===== src/rtl/p2pbf_pkg.sv =====
// Types, constants and helper functions of the PCM to PWM block FIFO.
package p2pbf_pkg;

	localparam int BLOCK_WORDS = 128;
	localparam int RING_SLOTS = 128;
	localparam int PHYS_SLOTS = RING_SLOTS + 1;
	localparam int OFF_W = $clog2(BLOCK_WORDS);
	localparam int SLOT_W = $clog2(PHYS_SLOTS);
	localparam int CNT_W = $clog2(RING_SLOTS);
	localparam int ADDR_W = SLOT_W + OFF_W;
	localparam int RAM_DEPTH = PHYS_SLOTS * (2 ** OFF_W);

	localparam int QP_W = 2;
	localparam int Q_DEPTH = 2 ** QP_W;
	localparam int QC_W = QP_W + 1;

	localparam logic [6:0] PREBUF_RESET = 7'd64;
	localparam logic [6:0] FILL_TARGET_RESET = 7'd80;
	localparam logic [7:0] IDLE_WORD_RESET = 8'd128;
	localparam logic [6:0] READY_MAX = 7'd127;

	typedef enum logic [1:0] {
		ACT_PUSH  = 2'd0,
		ACT_PULL  = 2'd1,
		ACT_CLEAR = 2'd2
	} action_t;

	typedef enum logic [1:0] {
		CFG_PREBUF      = 2'd0,
		CFG_FILL_TARGET = 2'd1,
		CFG_IDLE_WORD   = 2'd2
	} cfg_index_t;

	typedef struct packed {
		logic              we;
		logic [ADDR_W-1:0] waddr;
		logic [7:0]        wdata;
		logic              re;
		logic [ADDR_W-1:0] raddr;
	} ram_req_t;

	typedef struct packed {
		logic        use_ram;
		logic [7:0]  word;
		logic        is_sil;
		logic        is_end;
		logic        pub;
		logic        drop;
		logic [6:0]  ready;
		logic [6:0]  peak_ready;
		logic [31:0] underruns;
		logic [31:0] drops;
		logic        may_start;
		logic        wants_more;
	} front_rec_t;

	typedef struct packed {
		logic [7:0]  pwm_word;
		logic        word_is_silence;
		logic        block_end;
		logic        block_published;
		logic        block_dropped;
		logic [6:0]  ready_blocks;
		logic [6:0]  ready_high_water;
		logic [31:0] underrun_total;
		logic [31:0] drop_total;
		logic        may_start;
		logic        wants_more;
	} result_t;

	function automatic logic [6:0] ready_sat(input logic [CNT_W-1:0] n);
		if (int'(n) > int'(READY_MAX)) begin
			return READY_MAX;
		end
		return 7'(n);
	endfunction

	function automatic logic [SLOT_W-1:0] next_slot(input logic [SLOT_W-1:0] s);
		if (s == SLOT_W'(PHYS_SLOTS - 1)) begin
			return '0;
		end
		return s + SLOT_W'(1);
	endfunction

endpackage


===== src/rtl/p2pbf_back.sv =====
// Back part: joins RAM read data to each record and queues the results.
module p2pbf_back (
	input  logic                  clk,
	input  logic                  arst_n,
	input  logic                  rec_valid_s1,
	input  p2pbf_pkg::front_rec_t rec_s1,
	input  logic [7:0]            ram_rdata,
	input  logic                  pop,
	output logic                  full,
	output logic                  empty,
	output p2pbf_pkg::result_t    head
);

	p2pbf_pkg::result_t          q_mem_q [p2pbf_pkg::Q_DEPTH];
	logic [p2pbf_pkg::QP_W-1:0]  wr_ptr_q;
	logic [p2pbf_pkg::QP_W-1:0]  rd_ptr_q;
	logic [p2pbf_pkg::QC_W-1:0]  count_q;
	p2pbf_pkg::result_t          res;
	logic                        deq;

	always_comb begin
		res.pwm_word = rec_s1.use_ram ? ram_rdata : rec_s1.word;
		res.word_is_silence = rec_s1.is_sil;
		res.block_end = rec_s1.is_end;
		res.block_published = rec_s1.pub;
		res.block_dropped = rec_s1.drop;
		res.ready_blocks = rec_s1.ready;
		res.ready_high_water = rec_s1.peak_ready;
		res.underrun_total = rec_s1.underruns;
		res.drop_total = rec_s1.drops;
		res.may_start = rec_s1.may_start;
		res.wants_more = rec_s1.wants_more;
	end

	assign empty = (count_q == '0);
	assign deq = pop && !empty;
	assign full = ((p2pbf_pkg::QC_W + 1)'(count_q) + (p2pbf_pkg::QC_W + 1)'(rec_valid_s1))
		>= (p2pbf_pkg::QC_W + 1)'(p2pbf_pkg::Q_DEPTH);
	assign head = q_mem_q[rd_ptr_q];

	always_ff @(posedge clk or negedge arst_n) begin
		if (!arst_n) begin
			wr_ptr_q <= '0;
			rd_ptr_q <= '0;
			count_q <= '0;
		end else begin
			if (rec_valid_s1) begin
				wr_ptr_q <= wr_ptr_q + p2pbf_pkg::QP_W'(1);
			end
			if (deq) begin
				rd_ptr_q <= rd_ptr_q + p2pbf_pkg::QP_W'(1);
			end
			if (rec_valid_s1 && !deq) begin
				count_q <= count_q + p2pbf_pkg::QC_W'(1);
			end else if (!rec_valid_s1 && deq) begin
				count_q <= count_q - p2pbf_pkg::QC_W'(1);
			end
		end
	end

	always_ff @(posedge clk) begin
		if (rec_valid_s1) begin
			q_mem_q[wr_ptr_q] <= res;
		end
	end

endmodule


===== config.mk =====
export PLATFORM = sky130hd
export DESIGN_NAME = p2pbf_back
export DESIGN_NICKNAME = d
export VERILOG_FILES = /design/src/rtl/p2pbf_pkg.sv /design/src/rtl/p2pbf_back.sv
export SDC_FILE = /design/constraint.sdc
export NUM_CORES = 1
export LEC_CHECK = 0
export BUFFER_PORTS_ARGS = -buffer_cell sky130_fd_sc_hd__buf_4
export CAP_MARGIN = 10
export CORE_ASPECT_RATIO = 1.2
export CORE_MARGIN = 2
export CORE_UTILIZATION = 57
export CTS_CLUSTER_DIAMETER = 40
export CTS_CLUSTER_SIZE = 8
export DETAILED_ROUTE_END_ITERATION = 6
export MAX_ROUTING_LAYER = met4
export PLACE_DENSITY = 0.86
export SLEW_MARGIN = 20
export SYNTH_ARGS = -nofsm -noshare
export SYNTH_HDL_FRONTEND = slang
export SYNTH_SLANG_ARGS = --single-unit

===== constraint.sdc =====
create_clock -name clk -period 4.4 [get_ports clk]
set_clock_uncertainty 0.05 [all_clocks]
set_input_delay 1.32 -clock clk [delete_from_list [all_inputs] [get_ports clk]]
set_output_delay 1.32 -clock clk [all_outputs]
set_load 0.02 [all_outputs]

==> run_results.csv <==
group,metric,value,unit
die,start_util,57.9,%
timing,setup_viol,0,
clock_network,worstSkewPairLatency,0.54,ns
timing,slew_violations,0,
worst_hold_path,hp-class,"reg2reg",
placed_design,dp_hpwl,15.7,mm
synth,yosysTopAreaCell,"edfxtp_1",
route,firstDrtPassIters,4,
critical_path,crit_slowest_cell,"dfrtp_4",
die,die_x,146,um
clock_network,htree_levels,2,
run_status,status,"finished, final reports clean",
synth,ys_types,21,
synth,synth_nets,636,
pwr,cellPowerDensity,721,nW/um2
pwr,power,12.3,mW
run,drv_cap,0,
route,ant_nets,0,
pwr,p_switching,3.66,mW
finish,design_area,17100,um2
pwr,pwr-share-clk,28.4,%
finish,final_cell_mix,"368 x edfxtp_1, 200 x buf_4, 92 x mux4_2",
critical_path,path_cells,"buf_4, mux4_2, buf_4",
clock_network,path_clk_slew,0.05,ns
clock_network,max-clock-path-buffers,3,
route,viasPerCell,5.81,
critical_path,crit_arrival,2.51,ns
route,drtIter0Drc,380,
synth,netlist_instances,525,
clock_network,numCtsBuffers,53,
timing,fmax,258,MHz
timing,fin_crit,3.88,ns
route,wl,26.8,mm
timing,slew-limit-headroom,41.0,%
finish,drive_gt1_share,47.9,%
clock_network,ctsHoldBuffers,0,
global_routing,grt_max_degree,61,
placed_design,io_buffer_count,198,
pwr,p_comb_share,30.8,%
synth,syn-cell-area,13800,um2
finish,num-nets-final,876,
timing,rsz0062_at_grt,"false",
pwr,p_sw_share,29.7,%
die,num_rows,62,
global_routing,antenna_found_initial,1,
critical_path,max_stage_delay,0.85,ns
synth,yosysWarningCount,0,
pwr,leakage,5.92,nW
finish,final_common_cell,"edfxtp_1",
clock_network,cts_tree,"done",
pwr,p_seq_share,40.8,%
critical_path,path_delay_family,"flip-flops",
clock_network,cts_resized,0,
critical_path,crit_required,3.03,ns
clock_network,cts_sinks,375,
placed_design,gp_congestion,0.747,
global_routing,gr-usage-all-layers,22.1,%
synth,avgSynthCellArea,26.4,um2
pwr,peakVddDrop,0.452,mV
die,dieHeight,175,um
timing,fin_crit_sh,88.2,%
clock_network,cts_setup_buffers,0,
die,dieArea,25500,um2
critical_path,crit_fanout,31,
timing,hold_viol,0,
route,drc,0,
critical_path,critical_path_buf_inv_count,2,
die,fp.coreArea,23900,um2
synth,synthTopCellsByArea,"edfxtp_1 80%, mux4_2 15%, dfrtp_1 1.3%, buf_12 1.0%, mux2_2 0.73%",
timing,tns,0,ns
global_routing,grt_pass1_vias,7184,
global_routing,gr-total-overflow,0,
finish,area_growth,23.6,%
synth,yosysSeqAreaShare,81.1,%
route,wire_per_inst,24.4,um
clock_network,root_buffer,"clkbuf_16",
synth,ys_ff_latch,375,
pwr,internal_power,8.68,mW
global_routing,grt_pass1_wl,41.1,mm
critical_path,critPathKind,"reg2out",
die,io_pins,199,
placed_design,placed_area,15700,um2
critical_path,worst_setup_path_end_kind,"output port",
critical_path,cp-start-kind,"register",
synth,netlist.area_leader.share,79.9,%
timing,tightest_slew,0.886,ns
route,via_count,6386,
critical_path,cp_common_cell,"buf_4",
## worst reg2reg max path: cells and delay by family (launching register included)
kind,cells,cell delay [ns]
buffers and inverters,1,0.07
DFF,1,0.42
and+or+nand+nor,3,0.73
adders and majority gates,2,0.60
xor gates and xnor gates,2,0.30
## synth_stat cells
master and n:
xor2_1 3, and2_1 4, xnor2_1 3, mux2_2 9, nor2_1 1, or3_1 1, buf_6 1, ha_1 5
fa_1 1, inv_1 4, edfxtp_1 368, dfrtp_1 7, mux4_2 92, buf_12 7, clkbuf_1 3, nand2_1 2
buf_4 3, buf_2 8, o21ai_0 1, a31o_2 1, nand3_1 1
## layer usage
layer | vias up | wire length, um | GRT usage (%) | share of wire, %
li1 | 2709 | - | - | -
met1 | 3357 | 9630 | 25.8 | 36
met2 | 262 | 14800 | 38.4 | 55
met3 | 58 | 1590 | 4.36 | 5.9
met4 | 0 | 806 | 8.01 | 3.0
met5 | - | 0 | - | 0
## metrics by stage
stage	instances	utilization (%)	setup slack, ns	hold slack [ns]
3_3_place_gp	1030	65.6	1.08	0.422
4_1_cts	1098	71.6	0.475	0.445
2_1_floorplan	525	-	0.439	0.406
5_1_grt	1099	71.6	0.399	0.471
3_5_place_dp	1030	65.6	1.05	0.439
6_report	1099	71.6	0.520	0.444
## kinds of logic (layout without fill, tap and decap cells)
kind of cell	count (synthesis)	count (layout)	share of synthesized area, %
XOR/XNOR	6	6	0.380
flip-flops	375	375	81.1
adder cells (fa/ha/maj)	6	6	0.597
multiplexers	101	101	15.7
AO/OA/AOI/OAI	2	2	0.0995
other	0	1	0
AND/OR/NAND/NOR	9	9	0.344
buffers and inverters	26	279	1.74
## power by group through the flow
| stage | combinational [mW] | sequential, mW | clock, mW |
|---|---|---|---|
| 2_1_floorplan | 2.63 | 4.90 | 0 |
| 3_3_place_gp | 3.76 | 5.02 | 0 |
| 3_5_place_dp | 3.83 | 5.09 | 0 |
| 4_1_cts | 3.87 | 5.04 | 3.57 |
| 5_1_grt | 4.01 | 5.09 | 3.70 |
| 6_report | 3.80 | 5.03 | 3.50 |
## cell type report
class                   count  area, um2
fillers                  1372       6790
inverters                   4       15.0
repair buffers            207       1640
flip-flops and latches    375      11200
multi-input cells         124       2380
clock buffers              65       1410
diodes                      1       2.50
clock inverters             3       21.3
well taps                 320        400
## flip-flops by register name (all words and copies together), names as in the netlist
name      count
q_mem_q     368
count_q       3
rd_ptr_q      2
wr_ptr_q      2
## final timing paths
| kind | start | to | slack (ns) | cells past startpoint |
|---|---|---|---|---|
| setup / recovery | rd_ptr_q[0] | head[36] | 0.52 | 3 |
| hold / removal | count_q[2] | count_q[2] | 0.44 | 1 |
| setup reg to reg | count_q[1] | count_q[2] | 2.16 | 8 |
| hold reg to reg | count_q[2] | count_q[2] | 0.44 | 1 |
| max in group asynchronous | arst_n | rd_ptr_q[1] | 3.62 | 1 |
| min in group asynchronous | arst_n | count_q[1] | 0.54 | 1 |
Power figures use the tool's default switching activity.
