<file path="config.mk">
export PLATFORM = sky130hd
export DESIGN_NAME = p2pbf_ram
export DESIGN_NICKNAME = d
export VERILOG_FILES = /design/src/rtl/p2pbf_ram.sv
export SDC_FILE = /design/constraint.sdc
export NUM_CORES = 1
export LEC_CHECK = 0
export BUFFER_PORTS_ARGS = -buffer_cell sky130_fd_sc_hd__clkbuf_2
export CAP_MARGIN = 5
export CORE_ASPECT_RATIO = 1.5
export CORE_MARGIN = 5
export CORE_UTILIZATION = 55
export DETAILED_ROUTE_END_ITERATION = 7
export PLACE_DENSITY_LB_ADDON = 0.2
export SETUP_SLACK_MARGIN = 0.05
export SYNTH_ARGS = -nofsm -noshare
export SYNTH_HDL_FRONTEND = slang
export SYNTH_SLANG_ARGS = --single-unit
</file>
<file path="constraint.sdc">
create_clock -name clk -period 6.2 [get_ports clk]
set_clock_uncertainty 0.2 [all_clocks]
set_input_delay 0.93 -clock clk [delete_from_list [all_inputs] [get_ports clk]]
set_output_delay 0.93 -clock clk [all_outputs]
set_load 0.05 [all_outputs]
</file>
<file path="src/rtl/p2pbf_ram.sv">
// Generic single-write, single-read RAM with registered read data.
module p2pbf_ram #(
	parameter int WIDTH = 8,
	parameter int DEPTH = 16
) (
	input  logic                     clk,
	input  logic                     we,
	input  logic [$clog2(DEPTH)-1:0] waddr,
	input  logic [WIDTH-1:0]         wdata,
	input  logic                     re,
	input  logic [$clog2(DEPTH)-1:0] raddr,
	output logic [WIDTH-1:0]         rdata
);

	logic [WIDTH-1:0] mem_q [DEPTH];

	always_ff @(posedge clk) begin
		if (we) begin
			mem_q[waddr] <= wdata;
		end
		if (re) begin
			rdata <= mem_q[raddr];
		end
	end

endmodule

</file>
==> run metrics, run 1 <==
startpoint types input port; met3 GRT Util 5.216%; final core utilization between 60% and 70%; Routed Antenna Nets 0; Mean Syn Cell Area between 20 and 25 um^2; PwrDens about 360 mW/mm^2; Post-Syn Instances ~230; Reg2Reg Setup Slack between 4000 and 5000 ps; drt drc 0; Ant. Diodes 0; Max IR drop VDD between 0.2 and 0.3 mV; most frequent cells in the layout 136 x edfxtp_1, 26 x clkbuf_2, 18 x mux4_2; die area around 0.012 mm^2; CP startpoint raddr[0]; CTS buffer count 17; row cnt between 40 and 50; Core Area 0.009254 mm^2; Hold Path Class reg -> reg; worst slew pin tran 896.9 ps; sequential area share after synthesis 78.12%; initial DRC count 170; outcome finished, final reports clean; Max Fanout on Critical Path 32; Synth cell types 18; CTS clk-pin slew, worst paths roughly 60 ps; drt first pass iters 4; top cell type by total area after synthesis edfxtp_1; clock root cell clkbuf_16; Vias/cell 6.000; Hold Crit Depth 3; io pins 27; Leak a little over 2 nW; kind of critical path in -> reg; share of the synthesized area in the top cell type between 70% and 80%; Initial Util approximately 56%; vias roughly 2,400; first-pass GRT wire length 14,920 um; Post-DP HPWL 6241 um; Critical Path RT ~6200 ps; final slew viol count 0; fin crit share 41.47%; R2R depth 3; MaxCap Viol Count 0; H-Tree Level Count 4; largest net degree at the start of global routing 33; clk sinks 136; RSZ-0062 raised after global routing false; vias in the first global route approximately 2,600; CP Capture Type flop; Final Setup Violations 0; final hold vios 0; GR Util All Layers between 10% and 20%; gr busiest metal met2; Hold Path End rdata[2]; syn nets 248; share of cells above drive strength 1 between 20 and 30%; gr ovfl total 0; setup TNS 0 ps; # Post-CTS Setup Buffers 0; initial antenna violation count 0; crit path DAT 2520 ps; Routed WL 9398 um; clk_lat worst skew ~400 ps; Placer Congestion between 0.7 and 0.8; Layout Nets 287; flops & latches, synth between 100 and 150; Ys Warns 0; DR WL/cell between 20 and 25 um; WHS 551.6 ps; fmax a little under 400 MHz; post_cts resized 0; routing usage on met1 approximately 23%; CTS tree yes; commonest non-fill, non-tap cell in the layout edfxtp_1; Synth area leaders edfxtp_1 78%, mux4_2 7.8%, mux4_1 7.0%, a22oi_1 2.3%, nor2_1 0.93%; Die Y around 130 um; r2r endpoint rdata[0]; source of the worst register-to-register timing path mem_q[0][0]; Syn-to-layout area delta 16.32%; mapped cell area 0.005228 mm^2; GR Util met2 a little under a third; Final min period approximately 2600 ps; port buffer count 26; hold_buf cts 0; HP Start mem_q[14][2]; Max Buffers Root-to-Sink 2; die width about 90 um; Rel. slew slack around two fifths
## final cells by class
type,instances,area [um^2]
Clock buffer,18,429.2
Timing Repair Buffer,30,160.2
Sequential cell,136,4084
Fill cell,627,3173
Multi-Input combinational cell,83,1062
Clock inverter,14,205.2
Tap cell,112,140.1
## worst max-delay path by stage
stage                  endpoint  cells past startpoint  slack (ps)
finish                 rdata[0]                      5        3630
global route           rdata[0]                      5        3520
CTS                    rdata[5]                      5        3630
detailed placement     rdata[5]                      5        3200
global placement       rdata[5]                      5        3200
floorplan           mem_q[0][0]                      2        3580
## synth_stat cells
library cell / number
a22oi_1: 16
and2_1: 1
and2b_1: 1
buf_2: 3
buf_4: 1
buf_6: 3
clkdlybuf4s25_2: 3
edfxtp_1: 136
mux4_1: 14
mux4_2: 18
nand2_1: 9
nand2b_1: 2
nand3_1: 1
nand3b_1: 2
nor2_1: 13
nor2b_1: 1
nor3_1: 4
or3b_2: 1
## metrics by stage
step	instance area (um^2)	std cells	setup slack (ps)	power (mW)
floorplan	5228	229	3577	1.127
global placement	5446	361	3201	1.162
detailed placement	5446	361	3203	1.165
CTS	6081	393	3626	2.224
global route	6081	393	3517	2.278
finish	6081	393	3629	2.208
## critical path, stage by stage
cell      delay [ps]
clkbuf_2          80
buf_4            490
mux4_1           640
a22oi_1          270
nand2_1          100
## kinds of logic after synthesis
logic type / after synthesis / share of synthesized area [%]
AOI/OAI and AO/OA: 16 / 2.298
buffers and inverters: 10 / 1.651
DFF: 136 / 78.12
muxes: 32 / 14.79
and+or+nand+nor: 35 / 3.136
## flip-flops by register name, indices dropped and copies added, names as in the netlist
signal	count
rdata	8
mem_q	128
## per-layer routing
layer  routed length [um]  up-vias
li1                     -     1059
met1                 3574     1225
met2                 5283       66
met3                  467        8
met4                   72        0
met5                    0        -
## report_power, final
group	internal (mW)	total, mW	switching (mW)
Sequential	1.04	1.04	0.00559
Clock	0.709	1.06	0.355
Combinational	0.0363	0.102	0.0657
Total	1.78	2.21	0.426
Note: power is estimated with default switching activity, not from simulation.
==> run 2: changes to the inputs <==
Settings changed: ABC_AREA set to 1.
Clock period 6.2 ns to 2.3 ns, I/O delays scaled along.
==> run 2 against run 1 <==
Effect of this change: register-to-register slack worse by 3600 ps; setup slack worse by 2900 ps; largest power group is now sequential cells; clock power is 150% higher; combinational power grew to 3.7 times the previous value; first-iteration DRC count is 92% higher; via count is 64% higher; wire length is 39% higher; non-clock buffer count is 14 higher; critical endpoint is now rdata[0]; critical path depth is 4 lower; global-route usage is 3.6 points higher; synthesized area is 12% higher.
==> run metrics, run 2 <==
final core utilization 64.21%; Largest register FFs between 100 and 150; startpoint types flop; commonest non-fill, non-tap cell in the layout nand2_1; Area after DPL 0.006151 mm^2; GR Util All Layers ~22%; Layout Nets 609; Core Area roughly 0.010 mm^2; Critical Path Sink rdata[0]; Final min period around 1600 ps; crit path DAT 1020 ps; clk_lat worst skew 410 ps; Final Cell Area between 0.006 and 0.007 mm^2; largest net degree at the start of global routing 65; Die Y approximately 140 um; Psw around 1.2 mW; placed insts between 700 and 800; row cnt 46; CP startpoint rdata[0]; worst slew pin tran 702.5 ps; PwrDens ~870 mW/mm^2; CP peak stage delay between 300 and 400 ps; share of cells above drive strength 1 between 10% and 20%; RSZ-0062 raised after global routing false; first-pass GRT wire length around 21,000 um; critical path, cell by cell clkbuf_2; Synth area leaders edfxtp_1 70%, nand2_1 11%, nand3_1 8.3%, inv_1 6.4%, buf_6 1.2%; drt drc 0; CTS tree yes; Max Buffers Root-to-Sink 2; Initial Util a little under three fifths; most common flop cell mapped by yosys edfxtp_1; Placer Congestion 0.8351; part of the power in the clock network 45.4%; Rel. slew slack roughly 53%; source of the worst register-to-register timing path mem_q[5][3]; Max Fanout on Critical Path 1; most frequent cell after synthesis nand2_1; switching share of power between 20% and 30%; initial antenna violation count 1; Int Pwr approximately 4.6 mW; Post-synth EDFFs roughly 140; Final Setup Violations 0; H-Tree Level Count 4; CP max stage cell edfxtp_1; multi-input combinational cell area 0.001214 mm^2; port buffer count 26; hold_buf cts 0; Post-DP HPWL 8075 um; initial DRC count ~330; fin crit share roughly two thirds; drt first pass iters 5; CTS clk-pin slew, worst paths 50 ps; setup TNS 0 ps; CTS buffer count 17; FFs w/ async S/R, synth 0%; die width 94.19 um; Ys Warns 0; syn nets 570; post_cts resized 0; MaxCap Viol Count 0; Routed WL around 13,000 um; die area roughly 0.013 mm^2; kind of critical path reg -> out; R2R depth 6; # fillers between 800 and 900; WHS just over 100 ps; io pins 27; Mean Syn Cell Area between 10 and 15 um^2; share of the synthesized area in the top cell type a little over two thirds; clk sinks between 100 and 150; clock root cell clkbuf_16; top cell type by total area after synthesis edfxtp_1; top flop regs mem_q (128), rdata (8); DR WL/cell 17.46 um; final slew viol count 0; vias 3,865; combinational share of power under 10%; mapped cell area 0.005847 mm^2; WP depth 1; gr ovfl total 0; Largest Register mem_q; CP delay by family, top flip-flops; HP Start re; FF+latch area slightly above 0.004 mm^2; Critical Path RT approximately 1800 ps; CP Capture Type output port; r2r endpoint rdata[3]; final hold vios 0; Leak 2.914 nW; Synth cell types 11; flops & latches, synth around 140; vias in the first global route between 3,000 and 4,000; outcome finished, final reports clean; Post-Syn Instances 551; Reg2Reg Setup Slack 930 ps; Seq pwr share roughly half; Vias/cell 5.167; most frequent cells in the layout 173 x nand2_1, 136 x edfxtp_1, 100 x inv_1; # Post-CTS Setup Buffers 0; most frequent cells after synthesis 173 x nand2_1, 136 x edfxtp_1, 100 x inv_1; fmax 637.8 MHz; Max IR drop VDD ~0.58 mV; final std cells w/o fill about 750; Syn-to-layout area delta 15.04%; Hold Path Class in -> reg; CP Buf/Inv Count 1; Routed Antenna Nets 0; sequential area share after synthesis between 60 and 70%
## run 2: kinds of logic (layout without fill, tap and decap cells)
family,count (synthesis),after routing,synth area share [%]
buffers and inverters,126,178,9.394
DFF,136,136,69.85
other,0,1,0
and+or+nand+nor,289,289,20.76
## run 2: worst min-delay path by stage
stage | to | slack, ps | depth (start not counted)
floorplan | mem_q[0][0] | 240 | 0
finish | rdata[1] | 100 | 1
global placement | rdata[5] | 510 | 6
global route | rdata[6] | 110 | 1
CTS | rdata[6] | 90 | 1
detailed placement | rdata[1] | 520 | 1
## run 2: metrics by stage
stage	power [mW]	worst slack (ps)
after floorplan	3.095	804.2
after global placement	3.228	483.5
after detailed placement	3.234	439.2
after CTS	5.857	701.9
after global routing	6.009	674.8
final	5.825	732.1
## run 2: area by class of cell
class	count	area share (%)
sequential	136	60.71
multi-input combinational	289	18.04
clock buffer	23	6.659
inverter	102	5.692
timing repair buffer	44	4.315
tap	144	2.679
clock inverter	9	1.860
antenna	1	0.03720
## run 2: power by group through the flow
stage	clock, mW	sequential [mW]	combinational (mW)
floorplan	0	2.90	0.196
detailed placement	0	2.86	0.376
global route	2.78	2.81	0.413
global placement	0	2.86	0.371
finish	2.64	2.81	0.374
CTS	2.67	2.81	0.376
## run 2: worst register-to-register path, stage by stage, from the launching register on
cell and delay, ps:
edfxtp_1 370, inv_1 70, nand2_1 50, nand3_1 80
nand3_1 140, nand3_1 160, nand2_1 60
## run 2: metal layers
| layer | GRT usage [%] | part of all wire (%) | vias to the layer above |
|---|---|---|---|
| li1 | - | - | 1863 |
| met1 | 27.44 | 39 | 1827 |
| met2 | 37.72 | 53 | 148 |
| met3 | 4.319 | 5.9 | 27 |
| met4 | 10.68 | 2.3 | 0 |
| met5 | 0 | 0 | - |
==> run 3: changes to the inputs <==
Clock period 2.3 ns to 1.4 ns, I/O delays scaled along.
==> run 3 against run 2 <==
Effect of this change: wire length rose by 4.1%; the run now ends with negative setup slack left; worst hold slack lost 49 ps; first-iteration DRC count up 41%; total power rose by 63%; largest power group unchanged; clock power rose by 57%; combinational power up 92%; sequential share of layout area is 2.5 points lower; sequential cell count unchanged; design area rose by 4.4%; count of clock-buffer cells in the layout decreased by 6; final cell count grew 1.3%.
==> run metrics, run 3 (synthesis results as in run 2) <==
drt first pass iters 5; CP Capture Type output port; gr ovfl total 0; Max Buffers Root-to-Sink 2; Hold Path Class in -> reg; Routed Antenna Nets 0; Final Cell Area ~0.007 mm^2; Leak 3.037 nW; routing usage on met1 26.14%; setup ws final -4.145 ps; commonest non-fill, non-tap cell in the layout nand2_1; top flop regs mem_q (128), rdata (8); Final Setup Violations 1; total power 9.479 mW; final hold vios 0; first-pass GRT wire length 20,860 um; Die Y 136.3 um; Syn-to-layout area delta 20.07%; CP delay by family, top flip-flops; MaxCap Viol Count 0; CP max stage cell edfxtp_1; Vias/cell about 5.2; critical path, cell by cell buf_8; Critical Path RT just under 1000 ps; Post-DP HPWL around 9000 um; Layout Nets a little over 600; Largest register FFs 128; die width 94.19 um; # fillers 806; clock root cell clkbuf_16; Core Area 0.01048 mm^2; Ant. Diodes 0; violated checks negative setup slack; outcome complete, but fails checks; io pins 27; crit path DAT approximately 1000 ps; multi-input combinational cell area ~0.0013 mm^2; CTS clk-pin slew, worst paths about 50 ps; fin crit share 100.3%; CP Buf/Inv Count 1; final slew viol count 0; Largest Register mem_q; Reg2Reg Setup Slack about 70 ps; vias in the first global route 3,947; GR Util met2 between 30 and 40%; kind of critical path reg -> out; Area after DPL 0.006264 mm^2; Rel. slew slack between 60 and 70%; initial antenna violation count 0; Placer Congestion approximately 0.85; clk_lat worst skew approximately 400 ps; CTS tree yes; GR Util All Layers 22.56%; row cnt 46; clk sinks ~140; worst slew pin tran between 400 and 500 ps; Routed WL roughly 14,000 um; CP peak stage delay roughly 420 ps; drt drc 0; gr busiest metal met2; RSZ-0062 raised after global routing true; DR WL/cell about 18 um; WHS between 50 and 60 ps; setup TNS -4.145 ps; Initial Util between 50% and 60%; most frequent cells in the layout 172 x nand2_1, 136 x edfxtp_1, 99 x inv_1; Max IR drop VDD 1.003 mV; Max Fanout on Critical Path 1; CTS buffer count 17; vias between 3,000 and 4,000; dpl ws -215.5 ps; fmax roughly 700 MHz; largest net degree at the start of global routing 44; die area 0.01284 mm^2; port buffer count 26; share of cells above drive strength 1 between 10% and 20%; met3 GRT Util between 5 and 6%; initial DRC count 460; FF+latch area just over 0.004 mm^2; startpoint types flop; Final min period 1404 ps; PwrDens about 1400 mW/mm^2; H-Tree Level Count 4
[run 3: cell count changes in the layout (fill, tap and decap cells not counted), sizes merged, moves of 3 or more]
cell      change
clkinv        +4
clkinvlp      +3
buf          +12
clkbuf        -8
[run 3: path summary, 6_finish.rpt]
path | startpoint | end | cells after the start
max | rdata[5] | rdata[5] | 1
min | raddr[2] | rdata[1] | 4
max reg2reg | mem_q[7][0] | rdata[0] | 6
min reg2reg | mem_q[13][5] | rdata[5] | 6
[run 3: area by class of cell]
| class | instances | area share [%] |
|---|---|---|
| sequential | 136 | 58.17 |
| multi-input combinational | 289 | 18.89 |
| inverter | 102 | 5.454 |
| timing repair buffer | 55 | 6.915 |
| tap | 144 | 2.566 |
| clock inverter | 15 | 1.943 |
| clock buffer | 17 | 6.060 |
[run 3: per-stage QoR]
stage / utilization (%) / cells
finish: 67.02 / 758
global route: 67.02 / 758
CTS: 66.09 / 758
detailed placement: 59.79 / 725
global placement: 59.79 / 725
floorplan: - / 551
[run 3: metal layers]
layer,wire length [um],up-vias
li1,-,1884
met4,427,0
met1,5032,1871
met3,734,23
met2,7398,150
met5,0,-
[run 3: repair_timing]
action / in CTS / in global routing
setup buffers: 0 / 0
endpoints found under the setup margin: 10 / 15
pin swaps: 0 / 1
hold endpoints to repair: 8 / 0
hold buffers: 1 / 0
gates resized for setup: 20 / 22
[run 3: where the power goes]
part           switching [mW]  internal (mW)  total, mW
Clock                    1.56           2.58       4.14
Sequential             0.0278           4.59       4.62
Combinational           0.489          0.230      0.719
Total                    2.08           7.40       9.48
