### src/rtl/p2pbf_pkg.sv
// Types, constants and helper functions of the PCM to PWM block FIFO.
package p2pbf_pkg;

	localparam int BLOCK_WORDS = 128;
	localparam int RING_SLOTS = 128;
	localparam int PHYS_SLOTS = RING_SLOTS + 1;
	localparam int OFF_W = $clog2(BLOCK_WORDS);
	localparam int SLOT_W = $clog2(PHYS_SLOTS);
	localparam int CNT_W = $clog2(RING_SLOTS);
	localparam int ADDR_W = SLOT_W + OFF_W;
	localparam int RAM_DEPTH = PHYS_SLOTS * (2 ** OFF_W);

	localparam int QP_W = 2;
	localparam int Q_DEPTH = 2 ** QP_W;
	localparam int QC_W = QP_W + 1;

	localparam logic [6:0] PREBUF_RESET = 7'd64;
	localparam logic [6:0] FILL_TARGET_RESET = 7'd80;
	localparam logic [7:0] IDLE_WORD_RESET = 8'd128;
	localparam logic [6:0] READY_MAX = 7'd127;

	typedef enum logic [1:0] {
		ACT_PUSH  = 2'd0,
		ACT_PULL  = 2'd1,
		ACT_CLEAR = 2'd2
	} action_t;

	typedef enum logic [1:0] {
		CFG_PREBUF      = 2'd0,
		CFG_FILL_TARGET = 2'd1,
		CFG_IDLE_WORD   = 2'd2
	} cfg_index_t;

	typedef struct packed {
		logic              we;
		logic [ADDR_W-1:0] waddr;
		logic [7:0]        wdata;
		logic              re;
		logic [ADDR_W-1:0] raddr;
	} ram_req_t;

	typedef struct packed {
		logic        use_ram;
		logic [7:0]  word;
		logic        is_sil;
		logic        is_end;
		logic        pub;
		logic        drop;
		logic [6:0]  ready;
		logic [6:0]  peak_ready;
		logic [31:0] underruns;
		logic [31:0] drops;
		logic        may_start;
		logic        wants_more;
	} front_rec_t;

	typedef struct packed {
		logic [7:0]  pwm_word;
		logic        word_is_silence;
		logic        block_end;
		logic        block_published;
		logic        block_dropped;
		logic [6:0]  ready_blocks;
		logic [6:0]  ready_high_water;
		logic [31:0] underrun_total;
		logic [31:0] drop_total;
		logic        may_start;
		logic        wants_more;
	} result_t;

	function automatic logic [6:0] ready_sat(input logic [CNT_W-1:0] n);
		if (int'(n) > int'(READY_MAX)) begin
			return READY_MAX;
		end
		return 7'(n);
	endfunction

	function automatic logic [SLOT_W-1:0] next_slot(input logic [SLOT_W-1:0] s);
		if (s == SLOT_W'(PHYS_SLOTS - 1)) begin
			return '0;
		end
		return s + SLOT_W'(1);
	endfunction

endpackage

### src/rtl/p2pbf_front.sv
// Front part: takes words, keeps ring and staging state, drives the RAM.
module p2pbf_front (
	input  logic                  clk,
	input  logic                  arst_n,
	input  logic                  accept,
	input  logic [1:0]            action,
	input  logic signed [15:0]    sample,
	input  logic                  cfg_we,
	input  logic [1:0]            cfg_index,
	input  logic [7:0]            cfg_data,
	output p2pbf_pkg::ram_req_t   ram_req,
	output logic                  rec_valid_s1,
	output p2pbf_pkg::front_rec_t rec_s1
);

	logic [p2pbf_pkg::OFF_W-1:0]  fill_q, fill_d;
	logic [p2pbf_pkg::OFF_W-1:0]  off_q, off_d;
	logic [p2pbf_pkg::SLOT_W-1:0] head_q, head_d;
	logic [p2pbf_pkg::SLOT_W-1:0] tail_q, tail_d;
	logic [p2pbf_pkg::SLOT_W-1:0] play_q, play_d;
	logic [p2pbf_pkg::CNT_W-1:0]  cnt_q, cnt_d;
	logic                         sil_q, sil_d;
	logic [6:0]                   hw_q, hw_d;
	logic [31:0]                  under_q, under_d;
	logic [31:0]                  drop_q, drop_d;
	logic [6:0]                   prebuf_q;
	logic [6:0]                   target_q;
	logic [7:0]                   idle_q;
	p2pbf_pkg::front_rec_t        rec_d;

	always_comb begin
		fill_d = fill_q;
		off_d = off_q;
		head_d = head_q;
		tail_d = tail_q;
		play_d = play_q;
		cnt_d = cnt_q;
		sil_d = sil_q;
		hw_d = hw_q;
		under_d = under_q;
		drop_d = drop_q;
		ram_req = '0;
		rec_d = '0;
		if (accept) begin
			case (p2pbf_pkg::action_t'(action))
				p2pbf_pkg::ACT_PUSH: begin
					ram_req.we = 1'b1;
					ram_req.waddr = {tail_q, fill_q};
					ram_req.wdata = {~sample[15], sample[14:8]};
					if (fill_q == p2pbf_pkg::OFF_W'(p2pbf_pkg::BLOCK_WORDS - 1)) begin
						fill_d = '0;
						if (cnt_q == p2pbf_pkg::CNT_W'(p2pbf_pkg::RING_SLOTS - 1)) begin
							drop_d = drop_q + 32'd1;
							rec_d.drop = 1'b1;
						end else begin
							tail_d = p2pbf_pkg::next_slot(tail_q);
							cnt_d = cnt_q + p2pbf_pkg::CNT_W'(1);
							rec_d.pub = 1'b1;
							if (p2pbf_pkg::ready_sat(cnt_d) > hw_q) begin
								hw_d = p2pbf_pkg::ready_sat(cnt_d);
							end
						end
					end else begin
						fill_d = fill_q + p2pbf_pkg::OFF_W'(1);
					end
				end
				p2pbf_pkg::ACT_PULL: begin
					if (off_q == '0) begin
						if (cnt_q == '0) begin
							sil_d = 1'b1;
							under_d = under_q + 32'd1;
						end else begin
							sil_d = 1'b0;
							play_d = head_q;
							head_d = p2pbf_pkg::next_slot(head_q);
							cnt_d = cnt_q - p2pbf_pkg::CNT_W'(1);
						end
					end
					if (sil_d) begin
						rec_d.word = idle_q;
						rec_d.is_sil = 1'b1;
					end else begin
						rec_d.use_ram = 1'b1;
						ram_req.re = 1'b1;
						ram_req.raddr = {play_d, off_q};
					end
					if (off_q == p2pbf_pkg::OFF_W'(p2pbf_pkg::BLOCK_WORDS - 1)) begin
						rec_d.is_end = 1'b1;
						off_d = '0;
					end else begin
						off_d = off_q + p2pbf_pkg::OFF_W'(1);
					end
				end
				p2pbf_pkg::ACT_CLEAR: begin
					head_d = '0;
					tail_d = '0;
					fill_d = '0;
					off_d = '0;
					sil_d = 1'b0;
					cnt_d = '0;
				end
				default: begin
				end
			endcase
		end
		rec_d.ready = p2pbf_pkg::ready_sat(cnt_d);
		rec_d.peak_ready = hw_d;
		rec_d.underruns = under_d;
		rec_d.drops = drop_d;
		rec_d.may_start = (rec_d.ready >= prebuf_q);
		rec_d.wants_more = (rec_d.ready < target_q);
	end

	always_ff @(posedge clk or negedge arst_n) begin
		if (!arst_n) begin
			fill_q <= '0;
			off_q <= '0;
			head_q <= '0;
			tail_q <= '0;
			play_q <= '0;
			cnt_q <= '0;
			sil_q <= 1'b0;
			hw_q <= '0;
			under_q <= '0;
			drop_q <= '0;
			prebuf_q <= p2pbf_pkg::PREBUF_RESET;
			target_q <= p2pbf_pkg::FILL_TARGET_RESET;
			idle_q <= p2pbf_pkg::IDLE_WORD_RESET;
			rec_valid_s1 <= 1'b0;
		end else begin
			fill_q <= fill_d;
			off_q <= off_d;
			head_q <= head_d;
			tail_q <= tail_d;
			play_q <= play_d;
			cnt_q <= cnt_d;
			sil_q <= sil_d;
			hw_q <= hw_d;
			under_q <= under_d;
			drop_q <= drop_d;
			rec_valid_s1 <= accept;
			if (cfg_we) begin
				case (p2pbf_pkg::cfg_index_t'(cfg_index))
					p2pbf_pkg::CFG_PREBUF: begin
						prebuf_q <= cfg_data[6:0];
					end
					p2pbf_pkg::CFG_FILL_TARGET: begin
						target_q <= cfg_data[6:0];
					end
					p2pbf_pkg::CFG_IDLE_WORD: begin
						idle_q <= cfg_data;
					end
					default: begin
					end
				endcase
			end
		end
	end

	always_ff @(posedge clk) begin
		if (accept) begin
			rec_s1 <= rec_d;
		end
	end

endmodule

### config.mk
export PLATFORM = sky130hd
export DESIGN_NAME = p2pbf_front
export DESIGN_NICKNAME = d
export VERILOG_FILES = /design/src/rtl/p2pbf_pkg.sv /design/src/rtl/p2pbf_front.sv
export SDC_FILE = /design/constraint.sdc
export NUM_CORES = 1
export LEC_CHECK = 0
export BUFFER_PORTS_ARGS = -buffer_cell sky130_fd_sc_hd__buf_2
export CELL_PAD_IN_SITES_DETAIL_PLACEMENT = 1
export CELL_PAD_IN_SITES_GLOBAL_PLACEMENT = 1
export CORE_MARGIN = 2
export CORE_UTILIZATION = 45
export CTS_CLUSTER_SIZE = 12
export DETAILED_ROUTE_END_ITERATION = 10
export MAX_ROUTING_LAYER = met4
export PLACE_DENSITY_LB_ADDON = 0.1
export SLEW_MARGIN = 5
export SYNTH_ARGS = -nofsm -noshare
export SYNTH_HDL_FRONTEND = slang
export SYNTH_SLANG_ARGS = --single-unit
### constraint.sdc
create_clock -name clk -period 3.6 [get_ports clk]
set_input_delay 0.72 -clock clk [delete_from_list [all_inputs] [get_ports clk]]
set_output_delay 0.72 -clock clk [all_outputs]
set_load 0.03 [all_outputs]
==> results_dict.tcl, run 1 <==
set metrics [dict create \
    r2r_end "rec_s1[0]" \
    status "finished clean" \
    p_clk_share_pct 34.9 \
    die_h_microns 157 \
    ys_ff_latch 233 \
    core_area_sq_mm 0.0228 \
    drcViolationCount 0 \
    numCtsBuffers 27 \
    netlist_instances 879 \
    num-nets-final 1134 \
    dr_total_vias 7419 \
    p_per_area_mw_per_mm2 623 \
    synth_seq_area_share_pct 60.0 \
    fp-row-count 55 \
    crit_chain "inv_1 -> ha_1 -> nor4b_4 -> nand4_1 -> a21boi_2 -> nand3_1 -> inv_1 -> and2_1 -> buf_2" \
    intPower_mw 5.48 \
    top_layer "met4" \
    synth_most_common_cell "dfrtp_1" \
    p_sw_share_pct 30.9 \
    syn_nets 947 \
    drtIter0Drc 193 \
    pwr-share-seq_pct 42.3 \
    synth_warnings 0 \
    area_delta_synth_final_pct 21.3 \
    fmax_mhz 290 \
    dr.pass1.iters 6 \
    num_antenna_cells 0 \
    cts_max_path_buffers 3 \
    p_comb_share_pct 22.9 \
    synth_cell_types 58 \
    p_switching_mw 2.46 \
    slowest_stage "dfrtp_1" \
    wl_met1_microns 11200 \
    path_delay_family "simple AND/OR/NAND/NOR gates" \
    grt_pass1_vias 7787 \
    post-place-ws_ps 285 \
    tightestPinTransition_ps 715 \
    critPathBufInv 3 \
    fin_ws_ps 148 \
    synthArstFlopShare_pct 60.1 \
    cts_tree "done" \
    critPathKind "reg -> out" \
    clk_latency_ps 540 \
    synth_top_cell_by_area "dfrtp_1" \
    vias_per_cell 5.30 \
    gp_congestion 0.830 \
    clock-root-buffer "clkbuf_16" \
    post_drt_wl_per_cell_microns 17.8 \
    syn_area_per_cell_sq_um 11.9 \
    ant_nets 0 \
    netlist_area_sq_mm 0.0105 \
    total_power_mw 7.94 \
    fin_worst_skew_ps 9.21 \
    cts.htree.levels 1 \
    hold_viol 0 \
    cp_max_fo 6 \
    maxSlewViolCount 0 \
    cap_violations 0 \
    gr-total-overflow 0 \
    grt_antenna_before_repair 0 \
    cpMostUsedCell "inv_1" \
    period_needed_ps 3450 \
    clock-sinks 233 \
    wl_met2_microns 12300 \
    detailed_place_hpwl_microns 17600 \
    max_stage_delay_ps 430 \
    endpoint_kind "primary output" \
    cp.required_ps 2880 \
    holdBufCountCts 0 \
    grt_use_total_pct 21.5 \
    wl_microns 25000 \
    synth_area_leaders "dfrtp_1 (32%), edfxtp_1 (27%), xnor2_1 (4.5%), ha_1 (4.3%), mux2_2 (3.4%)" \
    clk_pin_slew_ps 60 \
    grt_pass1_wl_microns 41200 \
    post-route-period-util_pct 95.9 \
    cp.arrival_ps 2730 \
    wl_met3_microns 930 \
    synthTopCellsByCount "dfrtp_1 (136), edfxtp_1 (93), nand2_1 (70)" \
    die_w_microns 157 \
    start_kind "register" \
    hp-class "in -> async" \
    synth_top_area_share_pct 32.4 \
    ir_worst_vdd_mv 0.352 \
    setup_viol 0 \
    reg2regPathDepth 14 \
    r2r_slack_ps 290 \
    num_io_pins 166 \
    maxSlewHeadroom_pct 51.9 \
    nFillCells 2400 \
    initial_core_util_pct 46.1 \
    r2r_start "off_q[0]" \
    leakage_nw 5.79 \
    synth_flop_cell "dfrtp_1" \
    portBuffers 157 \
    drive_gt1_share_pct 25.8 \
    grt_max_degree 75 \
    synth_edf_count 93 \
    die_area_sq_mm 0.0246 \
]
==> worst max path at each step <==
stage / from / end / slack [ps] / cells after the start
floorplan: cnt_q[0] / rec_s1[1] / 540 / 14
global placement: cnt_q[0] / rec_s1[0] / 320 / 13
detailed placement: cnt_q[0] / rec_s1[0] / 280 / 13
CTS: cnt_q[0] / ram_req[14] / 20 / 9
global route: off_q[0] / ram_req[4] / -30 / 9
finish: off_q[0] / ram_req[4] / 150 / 9
==> registers in the layout, summed over array words and instances, names as in the netlist <==
| register | flops |
|---|---|
| under_q | 32 |
| target_q | 7 |
| fill_q | 7 |
| hw_q | 7 |
| prebuf_q | 7 |
| cnt_q | 7 |
| sil_q | 1 |
| drop_q | 32 |
| tail_q | 8 |
| off_q | 7 |
| idle_q | 8 |
| rec_s1 | 93 |
| rec_valid_s1 | 1 |
| play_q | 8 |
| head_q | 8 |
==> through the flow <==
stage | utilization, % | cells | setup TNS, ps | hold slack, ps | area (sq um)
after floorplan | - | 879 | 0 | 424 | 10500
after global placement | 51.8 | 1348 | 0 | 458 | 11800
after detailed placement | 51.8 | 1348 | 0 | 464 | 11800
after CTS | 55.8 | 1398 | 0 | 91.2 | 12700
after global routing | 55.9 | 1400 | -96.0 | 91.8 | 12700
final | 55.9 | 1400 | 0 | 84.8 | 12700
==> timing repair <==
item                       in CTS  in global routing
setup endpoints to repair      13                 16
buffers inserted                0                  2
hold endpoints to repair        0                  0
gates resized for setup         1                  4
==> cell type report <==
class | instances | area [sq um] | area share, %
flip-flops and latches | 233 | 6300 | 49.5
repair buffers | 186 | 1040 | 8.14
inverters | 40 | 150 | 1.18
multi-input cells | 578 | 3950 | 31.0
well taps | 313 | 392 | 3.07
clock buffers | 39 | 761 | 5.97
clock inverters | 11 | 151 | 1.19
==> layout by cell type (no fill, tap or decap), drive strengths merged, types with 27 or more instances in the layout <==
master	count
and2	27
and3	48
buf	186
clkbuf	39
dfrtp	136
edfxtp	93
ha	36
inv	42
mux2	32
nand2	71
nand3	53
nor2	41
o21ai	41
xnor2	54
==> routing by layer <==
layer  up-vias  GRT usage [%]
li1       3553              -
met1      3700           28.3
met2       133           35.5
met3        33           3.35
met4         0           4.46
met5         -              -
==> kinds of logic (layout without fill, tap and decap cells) <==
kind of cell,Yosys count,count (layout),share of synthesized area (%)
flops,233,233,60.0
fa+ha+maj,36,36,4.29
xor+xnor,70,70,5.84
buf+inv,68,276,2.50
simple gates,322,322,16.7
compound gates,118,118,7.22
mux,32,32,3.43
==> power by group through the flow <==
stage                     clock, mW  combinational, mW  sequential (mW)
final                          2.77               1.81             3.35
after global routing           2.95               2.05             3.40
after CTS                      2.84               1.80             3.35
after detailed placement          0               1.78             3.40
after global placement            0               1.73             3.39
after floorplan                   0               1.01             3.49
==> worst reg2reg max path, stage by stage, from the launching register on <==
cell	delay, ps
dfrtp_1	430
inv_1	100
ha_1	150
nor4b_4	330
nand4_1	270
buf_4	220
o311a_1	110
o21ai_0	140
nand3_1	170
ha_1	360
a21oi_1	150
nand2_1	60
a211oi_1	310
o2111ai_1	150
o21ai_0	180
Note: power is estimated with default switching activity, not from simulation.
==> inputs of run 2 (changes only) <==
- PLACE_DENSITY: default -> 0.9
- PLACE_DENSITY_LB_ADDON: 0.1 -> default
==> run 2 against run 1 <==
  * Total power decreased by 0.29%
  * Final cell count is 0.14% lower
  * Hold slack improved by 61 ps
  * Die area did not move
  * Via count up 1.8%
  * Non-clock buffer count decreased by 2
  * Count of clock-buffer cells in the layout down 1
  * Flip-flop and latch count stayed put
  * Clock power fell by 3%
  * First-iteration DRC count grew 120%
  * Maximum frequency increased by 1.6%
  * Clock skew increased by 8.6 ps
  * Highest routed layer unchanged
==> results_dict.tcl, run 2 (synthesis results as in run 1) <==
set metrics [dict create \
    grt_max_degree 60 \
    p_switching_mw 2.47 \
    cts_tree "done" \
    r2r_start "off_q[0]" \
    whs_ps 145 \
    die_w_microns 157 \
    p_comb_share_pct 23.3 \
    p_clk_share_pct 34.1 \
    initial_core_util_pct 46.1 \
    wl_microns 27100 \
    holdBufCountCts 0 \
    cts_max_path_buffers 3 \
    drcViolationCount 0 \
    cp.required_ps 2880 \
    grt_use_total_pct 22.6 \
    clock-root-buffer "clkbuf_16" \
    maxSlewViolCount 0 \
    stdcell_count 1398 \
    period_needed_ps 3400 \
    num_io_pins 166 \
    portBuffers 157 \
    p_per_area_mw_per_mm2 623 \
    post-route-period-util_pct 94.4 \
    fp-row-count 55 \
    cp_max_fo 8 \
    post-place-ws_ps 241 \
    fin_ws_ps 202 \
    cts.htree.levels 1 \
    r2r_slack_ps 300 \
    total_power_mw 7.91 \
    drive_gt1_share_pct 25.4 \
    clock-sinks 233 \
    die_area_sq_mm 0.0246 \
    critPathKind "reg -> out" \
    start_kind "register" \
    drtIter0Drc 415 \
    status "finished clean" \
    final_cell_mix "buf_2 (155), dfrtp_1 (135), edfxtp_1 (93), nand2_1 (69), xnor2_1 (54)" \
    place_inst 1344 \
    crit_start "off_q[0]" \
    regMostFlops "rec_s1" \
    num-nets-final 1131 \
    endpoint_kind "primary output" \
    hp-class "in -> async" \
    p_sw_share_pct 31.3 \
    ir_worst_vdd_mv 0.421 \
    dr.pass1.iters 4 \
    cp.arrival_ps 2680 \
    die_h_microns 157 \
    setup_viol 0 \
    largest_reg_flops 93 \
    post_drt_wl_per_cell_microns 19.4 \
    core_area_sq_mm 0.0228 \
    clk_pin_slew_ps 60 \
    leakage_nw 5.76 \
    rsz0062_at_grt "true" \
    final_core_util_pct 55.7 \
    largestRegisters "rec_s1 (93), drop_q (32), under_q (32)" \
    numCtsBuffers 26 \
    crit_chain "inv_1 -> ha_1 -> nor4b_4 -> nand2_2 -> a21boi_4 -> nand3_2 -> buf_4 -> a21oi_1 -> buf_2" \
    grt_pass1_wl_microns 42700 \
    grt_pass1_vias 8038 \
    ant_nets 0 \
    gr-total-overflow 0 \
    gp_congestion 0.864 \
    path_delay_family "simple AND/OR/NAND/NOR gates" \
    tightestPinTransition_ps 1120 \
    slowest_stage "dfrtp_1" \
    cap_violations 0 \
    maxSlewHeadroom_pct 24.6 \
    hold_viol 0 \
    intPower_mw 5.44 \
    clk_latency_ps 530 \
    dr_total_vias 7555 \
    pwr-share-seq_pct 42.6 \
    max_stage_delay_ps 440 \
    fin_worst_skew_ps 17.8 \
    fmax_mhz 294 \
    final_common_cell "buf_2" \
    critPathBufInv 3 \
    vias_per_cell 5.40 \
    detailed_place_hpwl_microns 18600 \
    area_delta_synth_final_pct 20.9 \
    grt_antenna_before_repair 2 \
]
run 2: cell types whose count changed in the layout (fill, tap and decap cells not counted), sizes merged:
cell,change
buf,-2
diode,+2
inv,-2
clkbuf,-1
clkinvlp,+1
run 2: final cells by class:
cell class,instances,area (sq um)
Fill cell,2415,10100
Sequential cell,233,6300
Multi-Input combinational cell,578,3960
Timing Repair Buffer,184,1010
Clock buffer,38,746
Tap cell,313,392
Inverter,40,150
Clock inverter,10,136
Antenna cell,2,5.00
run 2: per-stage QoR:
stage | setup TNS [ps] | instance area, sq um
2_1_floorplan | 0 | 10500
3_3_place_gp | 0 | 11800
3_5_place_dp | 0 | 11800
4_1_cts | 0 | 12600
5_1_grt | -77.7 | 12700
6_report | 0 | 12700
run 2: path summary, 6_finish.rpt:
| check | to | depth (start not counted) |
|---|---|---|
| setup / recovery | ram_req[13] | 9 |
| hold / removal | drop_q[3] | 1 |
| setup reg to reg | rec_s1[0] | 14 |
| hold reg to reg | under_q[31] | 1 |
| max in group asynchronous | under_q[23] | 2 |
| min in group clk | idle_q[7] | 2 |
run 2: what timing repair did:
action / CTS / global route
setup endpoints to repair: 16 / 14
pin swaps: 0 / 2
resized for setup: 3 / 3
hold endpoints to repair: 0 / 0
buffers inserted: 0 / 4
run 2: worst register-to-register path: cells and delay by family (launching register included):
kind	cells	cell delay, ps
buffers and inverters	2	280
AOI/OAI and AO/OA	6	1090
adders and majority gates	2	400
and+or+nand+nor	4	950
DFF	1	440
run 2: power by group through the flow:
stage | sequential (mW) | clock (mW) | combinational [mW]
after floorplan | 3.49 | 0 | 1.01
after global placement | 3.39 | 0 | 1.67
after detailed placement | 3.41 | 0 | 1.75
after CTS | 3.37 | 2.76 | 1.78
after global routing | 3.42 | 2.87 | 2.04
final | 3.38 | 2.70 | 1.84
run 2: routing by layer:
metal  vias up  part of all wire (%)  GRT usage [%]
met5         -                     0              -
met4         0                   1.8           5.90
met3        39                   5.1           4.07
met2       185                    51           39.5
met1      3794                    42           27.0
li1       3537                     -              -
